[src/sv/at_pkg.sv]
// alarm table package: sizes, codes, the token that walks the slot chain
// no dependencies; used by at_cell, at_history, alarm_table and the bench

package at_pkg;

  localparam int ALARM_SLOTS   = 16;
  localparam int HISTORY_DEPTH = 16;
  localparam int ID_BITS       = 16;

  localparam int SLOT_W = (ALARM_SLOTS > 1) ? $clog2(ALARM_SLOTS) : 1;
  localparam int HIST_W = (HISTORY_DEPTH > 1) ? $clog2(HISTORY_DEPTH) : 1;
  localparam int CNT_W  = $clog2(ALARM_SLOTS + 1);

  localparam logic [2:0] SEV_MAX = 3'd4;

  typedef enum logic [1:0] {
    MODE_RAISE = 2'd0,
    MODE_CLEAR = 2'd1,
    MODE_QUERY = 2'd2
  } mode_e;

  typedef enum logic [1:0] {
    RS_OK   = 2'd0,
    RS_BAD  = 2'd1,
    RS_FULL = 2'd2
  } status_e;

  typedef enum logic [1:0] {
    OP_NONE    = 2'd0,
    OP_REFRESH = 2'd1,
    OP_NEW     = 2'd2,
    OP_CLEAR   = 2'd3
  } op_e;

  typedef enum logic {
    PH_SEARCH = 1'b0,
    PH_APPLY  = 1'b1
  } phase_e;

  typedef enum logic [1:0] {
    S_IDLE   = 2'd0,
    S_SEARCH = 2'd1,
    S_APPLY  = 2'd2,
    S_DONE   = 2'd3
  } state_e;

  // token handed from cell to cell, one hop per cycle
  typedef struct packed {
    logic               vld;
    phase_e             phase;
    logic [ID_BITS-1:0] id;
    logic [2:0]         sev;
    op_e                op;
    logic [SLOT_W-1:0]  tgt;
    logic               hit;
    logic [SLOT_W-1:0]  hit_idx;
    logic               free_found;
    logic [SLOT_W-1:0]  free_idx;
    logic [CNT_W-1:0]   count;
    logic [2:0]         maxsev;
    logic [31:0]        raises;
  } tok_t;

  function automatic logic [ID_BITS-1:0] id_of(input logic [15:0] raw_id);
    logic [31:0] w;
    w = 32'(raw_id);
    return w[ID_BITS-1:0];
  endfunction

endpackage

[src/sv/at_if.sv]
// valid/ready channel interfaces for the alarm table item and result beats
// no dependencies

interface at_in_if;
  logic        valid;
  logic        ready;
  logic [1:0]  mode;
  logic [15:0] flt_id;
  logic [2:0]  severity;

  modport source (output valid, mode, flt_id, severity, input ready);
  modport sink (input valid, mode, flt_id, severity, output ready);
endinterface

interface at_out_if;
  logic        valid;
  logic        ready;
  logic [1:0]  status;
  logic        is_active;
  logic [31:0] raise_cnt;
  logic [4:0]  active_count;
  logic [2:0]  max_severity;
  logic        event_logged;
  logic [31:0] log_seq;

  modport source (output valid, status, is_active, raise_cnt, active_count,
                  max_severity, event_logged, log_seq, input ready);
  modport sink (input valid, status, is_active, raise_cnt, active_count,
                max_severity, event_logged, log_seq, output ready);
endinterface

[src/sv/at_cell.sv]
// one alarm slot: holds active bit, id, severity and raise count
// depends on at_pkg; passes the token to its right neighbor every cycle

module at_cell (
  input  logic                     clk_i,
  input  logic                     rst_ni,
  input  logic [at_pkg::SLOT_W-1:0] slot_idx_i,
  input  at_pkg::tok_t             tok_i,
  output at_pkg::tok_t             tok_o
);

  logic                       active_q, active_d;
  logic [at_pkg::ID_BITS-1:0] id_q, id_d;
  logic [2:0]                 sev_q, sev_d;
  logic [31:0]                raises_q, raises_d;
  at_pkg::tok_t               tok_q, tok_d;
  logic                       apply;

  assign apply = tok_i.vld && (tok_i.phase == at_pkg::PH_APPLY);

  always_comb begin
    tok_d    = tok_i;
    active_d = active_q;
    id_d     = id_q;
    sev_d    = sev_q;
    raises_d = raises_q;
    if (tok_i.phase == at_pkg::PH_SEARCH) begin
      if (active_q && (id_q == tok_i.id) && !tok_d.hit) begin
        tok_d.hit     = 1'b1;
        tok_d.hit_idx = slot_idx_i;
      end
      if (!active_q && !tok_d.free_found) begin
        tok_d.free_found = 1'b1;
        tok_d.free_idx   = slot_idx_i;
      end
    end else begin
      if (tok_i.tgt == slot_idx_i) begin
        case (tok_i.op)
          at_pkg::OP_REFRESH: begin
            sev_d = tok_i.sev;
            if (raises_q != '1) raises_d = raises_q + 32'd1;
          end
          at_pkg::OP_NEW: begin
            active_d = 1'b1;
            id_d     = tok_i.id;
            sev_d    = tok_i.sev;
            raises_d = 32'd1;
          end
          at_pkg::OP_CLEAR: active_d = 1'b0;
          default: ;
        endcase
      end
      // aggregate over the post-update table
      if (active_d) begin
        tok_d.count = tok_d.count + at_pkg::CNT_W'(1);
        if (sev_d > tok_d.maxsev) tok_d.maxsev = sev_d;
        if ((id_d == tok_i.id) && !tok_d.hit) begin
          tok_d.hit    = 1'b1;
          tok_d.raises = raises_d;
        end
      end
    end
  end

  always_ff @(posedge clk_i or negedge rst_ni) begin
    if (!rst_ni) begin
      active_q <= 1'b0;
      tok_q    <= '0;
    end else begin
      tok_q <= tok_d;
      if (apply) active_q <= active_d;
    end
  end

  always_ff @(posedge clk_i) begin
    if (apply) begin
      id_q     <= id_d;
      sev_q    <= sev_d;
      raises_q <= raises_d;
    end
  end

  assign tok_o = tok_q;

endmodule

[src/sv/at_history.sv]
// history ring and wrapping sequence counter of the alarm table
// depends on at_pkg; ring entries are write-only

module at_history (
  input  logic                       clk_i,
  input  logic                       rst_ni,
  input  logic                       we_i,
  input  logic [at_pkg::ID_BITS-1:0] id_i,
  input  logic [2:0]                 sev_i,
  output logic [31:0]                seq_o
);

  logic [50:0]               ring_mem [at_pkg::HISTORY_DEPTH];
  logic [at_pkg::HIST_W-1:0] head_q, head_d;
  logic [31:0]               ctr_q, ctr_d;
  logic [31:0]               id_ext;

  assign id_ext = 32'(id_i);
  assign ctr_d  = ctr_q + 32'd1;
  assign head_d = (head_q == at_pkg::HIST_W'(at_pkg::HISTORY_DEPTH - 1)) ?
                  '0 : head_q + at_pkg::HIST_W'(1);

  always_ff @(posedge clk_i or negedge rst_ni) begin
    if (!rst_ni) begin
      head_q <= '0;
      ctr_q  <= '0;
    end else if (we_i) begin
      head_q <= head_d;
      ctr_q  <= ctr_d;
    end
  end

  always_ff @(posedge clk_i) begin
    if (we_i) ring_mem[head_q] <= {ctr_q, sev_i, id_ext[15:0]};
  end

  assign seq_o = ctr_q;

endmodule

[src/sv/alarm_table.sv]
// alarm table top: sequencer, chain of slot cells, history ring, result register
// depends on at_pkg, at_if, at_cell, at_history
//
//   channel   dir  handshake      payload
//   item_i    in   valid/ready    mode, flt_id, severity
//   result_o  out  valid/ready    status .. log_seq, one beat per item
//
// from accept to result register, a search token and then an apply token each walk
// the cell chain, one cell per cycle; fin_q then takes the finished token and the
// done state loads the result into the output register.
// one item is in work at a time; a new item is accepted while a result waits.
// rst_ni clears the active bits, the token path, history head and counter.
// a stalled result only holds the finished item in its done state.

module alarm_table (
  input  logic        clk_i,
  input  logic        rst_ni,
  at_in_if.sink       item_i,
  at_out_if.source    result_o
);

  at_pkg::state_e state_q, state_d;

  at_pkg::tok_t chain [at_pkg::ALARM_SLOTS+1];
  at_pkg::tok_t inj_q, inj_d;
  at_pkg::tok_t fin_q;
  at_pkg::tok_t tok_last;

  logic [1:0]                 mode_q;
  logic [at_pkg::ID_BITS-1:0] id_q;
  logic [2:0]                 sev_q;
  logic [1:0]                 status_q;
  logic                       logged_q;
  logic [31:0]                seq_q;

  logic        in_acc, decide, finish, load_out;
  logic        out_vld_q;
  logic [1:0]  out_status_q;
  logic        out_active_q;
  logic [31:0] out_raises_q;
  logic [4:0]  out_cnt_q;
  logic [2:0]  out_maxsev_q;
  logic        out_logged_q;
  logic [31:0] out_seq_q;

  // decision after the search pass
  at_pkg::op_e               dec_op;
  logic [at_pkg::SLOT_W-1:0] dec_tgt;
  logic [1:0]                dec_status;
  logic                      dec_log;
  logic [2:0]                dec_log_sev;
  logic [31:0]               hist_seq;

  assign tok_last = chain[at_pkg::ALARM_SLOTS];
  assign chain[0] = inj_q;

  for (genvar g = 0; g < at_pkg::ALARM_SLOTS; g++) begin : g_cell
    at_cell u_cell (
      .clk_i      (clk_i),
      .rst_ni     (rst_ni),
      .slot_idx_i (at_pkg::SLOT_W'(g)),
      .tok_i      (chain[g]),
      .tok_o      (chain[g+1])
    );
  end

  at_history u_history (
    .clk_i  (clk_i),
    .rst_ni (rst_ni),
    .we_i   (decide && dec_log),
    .id_i   (id_q),
    .sev_i  (dec_log_sev),
    .seq_o  (hist_seq)
  );

  always_comb begin
    dec_op      = at_pkg::OP_NONE;
    dec_tgt     = '0;
    dec_status  = at_pkg::RS_OK;
    dec_log     = 1'b0;
    dec_log_sev = 3'd0;
    case (mode_q)
      at_pkg::MODE_RAISE: begin
        if ((sev_q == 3'd0) || (sev_q > at_pkg::SEV_MAX)) begin
          dec_status = at_pkg::RS_BAD;
        end else if (tok_last.hit) begin
          dec_op  = at_pkg::OP_REFRESH;
          dec_tgt = tok_last.hit_idx;
        end else if (tok_last.free_found) begin
          dec_op      = at_pkg::OP_NEW;
          dec_tgt     = tok_last.free_idx;
          dec_log     = 1'b1;
          dec_log_sev = sev_q;
        end else begin
          dec_status = at_pkg::RS_FULL;
        end
      end
      at_pkg::MODE_CLEAR: begin
        if (tok_last.hit) begin
          dec_op  = at_pkg::OP_CLEAR;
          dec_tgt = tok_last.hit_idx;
          dec_log = 1'b1;
        end else begin
          dec_status = at_pkg::RS_BAD;
        end
      end
      default: ;
    endcase
  end

  // next state
  always_comb begin
    state_d = state_q;
    case (state_q)
      at_pkg::S_IDLE:   if (item_i.valid) state_d = at_pkg::S_SEARCH;
      at_pkg::S_SEARCH: if (tok_last.vld) state_d = at_pkg::S_APPLY;
      at_pkg::S_APPLY:  if (tok_last.vld) state_d = at_pkg::S_DONE;
      at_pkg::S_DONE:   if (!out_vld_q || result_o.ready) state_d = at_pkg::S_IDLE;
      default:          state_d = at_pkg::S_IDLE;
    endcase
  end

  // state outputs
  always_comb begin
    item_i.ready = 1'b0;
    decide       = 1'b0;
    finish       = 1'b0;
    load_out     = 1'b0;
    case (state_q)
      at_pkg::S_IDLE:   item_i.ready = 1'b1;
      at_pkg::S_SEARCH: decide = tok_last.vld;
      at_pkg::S_APPLY:  finish = tok_last.vld;
      at_pkg::S_DONE:   load_out = !out_vld_q || result_o.ready;
      default: ;
    endcase
  end

  assign in_acc = item_i.valid && item_i.ready;

  always_comb begin
    inj_d     = '0;
    inj_d.vld = 1'b0;
    if (in_acc) begin
      inj_d.vld   = 1'b1;
      inj_d.phase = at_pkg::PH_SEARCH;
      inj_d.id    = at_pkg::id_of(item_i.flt_id);
    end else if (decide) begin
      inj_d.vld   = 1'b1;
      inj_d.phase = at_pkg::PH_APPLY;
      inj_d.id    = id_q;
      inj_d.sev   = sev_q;
      inj_d.op    = dec_op;
      inj_d.tgt   = dec_tgt;
    end
  end

  always_ff @(posedge clk_i or negedge rst_ni) begin
    if (!rst_ni) begin
      state_q   <= at_pkg::S_IDLE;
      inj_q     <= '0;
      out_vld_q <= 1'b0;
    end else begin
      state_q <= state_d;
      inj_q   <= inj_d;
      if (load_out) out_vld_q <= 1'b1;
      else if (result_o.ready) out_vld_q <= 1'b0;
    end
  end

  always_ff @(posedge clk_i) begin
    if (in_acc) begin
      mode_q <= item_i.mode;
      id_q   <= at_pkg::id_of(item_i.flt_id);
      sev_q  <= item_i.severity;
    end
    if (decide) begin
      status_q <= dec_status;
      logged_q <= dec_log;
      seq_q    <= dec_log ? hist_seq : 32'd0;
    end
    if (finish) fin_q <= tok_last;
    if (load_out) begin
      out_status_q <= status_q;
      out_active_q <= fin_q.hit;
      out_raises_q <= fin_q.hit ? fin_q.raises : 32'd0;
      out_cnt_q    <= 5'(fin_q.count);
      out_maxsev_q <= fin_q.maxsev;
      out_logged_q <= logged_q;
      out_seq_q    <= seq_q;
    end
  end

  assign result_o.valid        = out_vld_q;
  assign result_o.status       = out_status_q;
  assign result_o.is_active    = out_active_q;
  assign result_o.raise_cnt    = out_raises_q;
  assign result_o.active_count = out_cnt_q;
  assign result_o.max_severity = out_maxsev_q;
  assign result_o.event_logged = out_logged_q;
  assign result_o.log_seq      = out_seq_q;

  a_tok_in_pass: assert property (@(posedge clk_i) disable iff (!rst_ni)
    tok_last.vld |-> (state_q == at_pkg::S_SEARCH || state_q == at_pkg::S_APPLY))
    else $error("token left the chain outside a pass");

  a_cnt_range: assert property (@(posedge clk_i) disable iff (!rst_ni)
    finish |-> (32'(tok_last.count) <= 32'(at_pkg::ALARM_SLOTS)))
    else $error("active count above slot count");

  a_log_ok: assert property (@(posedge clk_i) disable iff (!rst_ni)
    (decide && dec_log) |-> (dec_status == at_pkg::RS_OK))
    else $error("history written on a failed request");

  a_inactive_zero: assert property (@(posedge clk_i) disable iff (!rst_ni)
    (out_vld_q && !out_active_q) |-> (out_raises_q == 32'd0))
    else $error("raise count reported for an inactive id");

  a_seq_step: assert property (@(posedge clk_i) disable iff (!rst_ni)
    (decide && dec_log) |=> (hist_seq == $past(hist_seq) + 32'd1))
    else $error("sequence counter did not advance");

endmodule

[src/flat_wrapper.sv]
// flat-port wrapper written by rule: the top's interface ports become plain ports
module alarm_table_flat 
  (clk_i, rst_ni, item_i_valid, item_i_mode, item_i_flt_id, item_i_severity, item_i_ready, result_o_valid, result_o_status, result_o_is_active, result_o_raise_cnt, result_o_active_count, result_o_max_severity, result_o_event_logged, result_o_log_seq, result_o_ready);
  at_in_if item_i_i ();
  at_out_if result_o_i ();
  input  logic clk_i;
  input  logic rst_ni;
  input wire logic [$bits(item_i_i.valid)-1:0] item_i_valid;
  input wire logic [$bits(item_i_i.mode)-1:0] item_i_mode;
  input wire logic [$bits(item_i_i.flt_id)-1:0] item_i_flt_id;
  input wire logic [$bits(item_i_i.severity)-1:0] item_i_severity;
  output wire logic [$bits(item_i_i.ready)-1:0] item_i_ready;
  output wire logic [$bits(result_o_i.valid)-1:0] result_o_valid;
  output wire logic [$bits(result_o_i.status)-1:0] result_o_status;
  output wire logic [$bits(result_o_i.is_active)-1:0] result_o_is_active;
  output wire logic [$bits(result_o_i.raise_cnt)-1:0] result_o_raise_cnt;
  output wire logic [$bits(result_o_i.active_count)-1:0] result_o_active_count;
  output wire logic [$bits(result_o_i.max_severity)-1:0] result_o_max_severity;
  output wire logic [$bits(result_o_i.event_logged)-1:0] result_o_event_logged;
  output wire logic [$bits(result_o_i.log_seq)-1:0] result_o_log_seq;
  input wire logic [$bits(result_o_i.ready)-1:0] result_o_ready;
  assign item_i_i.valid = item_i_valid;
  assign item_i_i.mode = item_i_mode;
  assign item_i_i.flt_id = item_i_flt_id;
  assign item_i_i.severity = item_i_severity;
  assign item_i_ready = item_i_i.ready;
  assign result_o_valid = result_o_i.valid;
  assign result_o_status = result_o_i.status;
  assign result_o_is_active = result_o_i.is_active;
  assign result_o_raise_cnt = result_o_i.raise_cnt;
  assign result_o_active_count = result_o_i.active_count;
  assign result_o_max_severity = result_o_i.max_severity;
  assign result_o_event_logged = result_o_i.event_logged;
  assign result_o_log_seq = result_o_i.log_seq;
  assign result_o_i.ready = result_o_ready;
  alarm_table u_core (.clk_i(clk_i), .rst_ni(rst_ni), .item_i(item_i_i), .result_o(result_o_i));
endmodule
[config.mk]
export PLATFORM = sky130hd
export DESIGN_NAME = alarm_table_flat
export DESIGN_NICKNAME = d
export VERILOG_FILES = /design/src/sv/at_pkg.sv /design/src/sv/at_if.sv /design/src/sv/at_cell.sv /design/src/sv/at_history.sv /design/src/sv/alarm_table.sv /design/src/flat_wrapper.sv
export SDC_FILE = /design/constraint.sdc
export NUM_CORES = 2
export LEC_CHECK = 0
export BUFFER_PORTS_ARGS = -buffer_cell sky130_fd_sc_hd__buf_4
export CORE_MARGIN = 4
export CORE_UTILIZATION = 35
export DETAILED_ROUTE_END_ITERATION = 12
export GPL_TIMING_DRIVEN = 0
export RECOVER_POWER = 25
export SYNTH_ARGS = -nofsm -noshare
export SYNTH_HDL_FRONTEND = slang
export SYNTH_SLANG_ARGS = --single-unit
[constraint.sdc]
create_clock -name clk_i -period 3.5 [get_ports clk_i]
set_input_delay 0.875 -clock clk_i [delete_from_list [all_inputs] [get_ports clk_i]]
set_output_delay 0.875 -clock clk_i [all_outputs]
set_load 0.05 [all_outputs]
==> qor.yml <==
status: "finished, violations left"
violations: "capacitance limit, slew limit"
clk_latency_ns: 0.85
synth-edff-count: 989
die_h_microns: 527.2
ir_drop_mv: 0.5133
p_per_area_nw_per_um2: 508.6
finalCritPeriodShare_pct: 95.71
async_flop_share_pct: 55.71
final_hold_viol_count: 0
multi_input_area_sq_um: 32110
crit_required_ns: 4.24
grt_setup_unrepaired: "no"
syn_to_final_growth_pct: 14.62
finalCriticalPeriod_ns: 3.350
cp-start-kind: "flop"
num_vias: 57600
cts.sinks: 2233
place_hpwl_mm: 156.0
dp_cells: 11020
postSynthCellCount: 7342
reg2reg_depth: 13
drt_pass1_iterations: 6
skew_ns: 0.05868
grt_pass1_wl_mm: 336.4
root_buffer: "clkbuf_16"
track_usage_pct: 15.08
routedWlPerCell_microns: 18.67
relSlewSlack_pct: -60.21
r2r_slack_ns: 0.15
ys_ff_latch: 2233
die_w_microns: 527.2
io_buffer_count: 102
synth_area_leader_cell: "dfrtp_1"
finalNonFillerCells: 11460
drive_gt1_share_pct: 15.88
ys_seq_area_share_pct: 64.48
avgViaCountPerCell: 5.028
coreArea_sq_um: 268200
drt_iter0_drc: 4184
rr_endpoint: "u_core.g_cell[6].u_cell.tok_o[33]"
routed_wl_mm: 213.9
crit_path_max_fanout: 10
fin_nets: 7852
io_pins: 103
fp.dieArea_sq_um: 277900
cts_tree: "yes"
cts_made_buffers: 222
yosys_most_used_dff: "dfrtp_1"
ys_types: 87
final_cell_area_sq_um: 108100
min_to: "u_core.id_q[11]"
synth_top_area_share_pct: 33.00
num-fill-cells: 24930
r2r_start: "u_core.g_cell[5].u_cell.tok_o[54]"
overflow: 0
synth_common_cells: "1244 x dfrtp_1, 989 x edfxtp_1, 688 x nand2_1, 632 x nor2_1, 550 x mux2_2"
synth.most_common_cell: "dfrtp_1"
crit_type: "reg2reg"
start_util_pct: 35.18
drc: 0
slew_violations: 162
drv_cap: 4
fin_total_pwr_uw: 54990
hold_class: "in2reg"
yosysWarnings: 0
synthTopCellsByArea: "dfrtp_1 33%, edfxtp_1 31%, mux2_2 6.6%"
fmax_mhz: 298.5
tightest_slew_ns: 2.403
cts_setup_buffers: 0
hold_slack_ns: 0.2246
gp_congestion: 0.8905
fin_util_pct: 40.32
antenna_left: 0
fp-row-count: 190
synth_nets: 7495
crit_arrival_ns: 4.09
syn-cell-area_sq_um: 94330
grt_pass1_vias: 58490
grt_max_degree: 184
grt_antenna_before_repair: 5
htreeDepth: 4
cp-end-kind: "flop"
clockBufferDepth: 3
setup_violations: 0
min-delay-start: "item_i_flt_id[11]"
power_leakage_uw: 0.04140
ff_latch_area_sq_um: 60830
min_delay_path_depth: 1
clkTransAtPathRegs_ns: 0.06
placed_area_sq_um: 100200
syn_avg_cell_area_sq_um: 12.85
## through the flow
step / setup WS (ns) / TNS [ns]
final: 0.1500 / 0
after CTS: 0.01647 / 0
after global placement: -13.08 / -
after detailed placement: -0.3860 / -27.78
after floorplan: 0.2808 / 0
after global routing: 0.01247 / 0
## power breakdown
part | switching, uW | internal [uW]
sequential | 503 | 27900
clock | 10300 | 14700
combinational | 1160 | 478
total | 12000 | 43000
## final cells by class
cell class,instances,share of cell area [%]
well taps,3552,4.110
multi-input cells,4725,29.69
flip-flops and latches,2233,56.26
inverters,173,0.6006
clock buffers,331,6.169
plain buffers,211,0.8378
diodes,2,0.004629
repair buffers,133,1.186
clock inverters,95,1.139
## critical path, cell delays in order (launching register included)
cell and delay, ns:
dfrtp_1 0.41, inv_1 0.10, ha_1 0.31, nor2_1 0.60, clkbuf_1 0.54, nand2_1 0.11, nand2_1 0.13, ha_1 0.27
a21o_1 0.19, a21oi_1 0.16, a31oi_1 0.05, nand2_1 0.17, nor2_1 0.07, a21oi_1 0.15
## flip-flops by register name, summed over array words and instances, names as in the netlist, 27 cells and up
signal	flops
u_core.g_cell.u_cell.tok_o	1166
u_core.g_cell.u_cell.raises_q	512
u_core.g_cell.u_cell.id_q	256
u_core.g_cell.u_cell.sev_q	48
u_core.fin_q	41
u_core.result_o.log_seq	32
u_core.result_o.raise_cnt	32
u_core.seq_q	32
u_core.u_history.seq_o	32
u_core.chain	27
## logic make-up after synthesis
family	count (synthesis)	share of synthesized area, %
flops	2233	64.48
mux	584	7.039
simple gates	2675	14.36
fa+ha+maj	128	1.698
compound gates	613	4.039
buf+inv	384	1.646
xor+xnor	725	6.731
## what timing repair did
item / in CTS / in global routing
endpoints found under the setup margin: 80 / 400
pin swaps: 0 / 0
hold buffers: 1 / 0
hold endpoints to repair: 113 / 0
resized for setup: 13 / 15
cloned: 0 / 2
## layout by cell type, fill, tap and decap left out, types with 95 or more instances in the layout
cell,count
nand2_1,688
xor2_1,221
clkbuf_16,236
nor3_1,132
nand4_1,255
inv_1,171
a21oi_1,140
ha_1,128
edfxtp_1,989
o21ai_0,212
and3_1,95
dfrtp_1,1244
clkbuf_1,207
nor2_1,629
xnor2_1,504
nand3_1,246
mux2_2,550
## worst max path at each step
stage | from | end | slack, ns | cells past startpoint
3_5_place_dp | u_core.g_cell[4].u_cell.tok_o[66] | u_core.g_cell[5].u_cell.tok_o[27] | -0.39 | 8
3_3_place_gp | rst_ni | u_core.g_cell[14].u_cell.tok_o[71] | -13.08 | 1
6_report | u_core.g_cell[5].u_cell.tok_o[54] | u_core.g_cell[6].u_cell.tok_o[33] | 0.15 | 13
4_1_cts | u_core.g_cell[4].u_cell.tok_o[51] | u_core.g_cell[5].u_cell.tok_o[27] | 0.02 | 9
5_1_grt | u_core.g_cell[4].u_cell.tok_o[51] | u_core.g_cell[5].u_cell.tok_o[22] | 0.01 | 9
2_1_floorplan | result_o_ready | u_core.result_o.active_count[0] | 0.28 | 2
## layer usage
metal | wire (microns) | vias to the layer above | global-route usage, % | share of wire (%)
met1 | 93210 | 28930 | 19.91 | 44
met5 | 0 | - | 0 | 0
li1 | - | 26950 | - | -
met2 | 104000 | 1360 | 25.41 | 49
met4 | 8152 | 0 | 5.473 | 3.8
met3 | 8571 | 368 | 2.044 | 4.0
(Power assumes the default switching activity.)
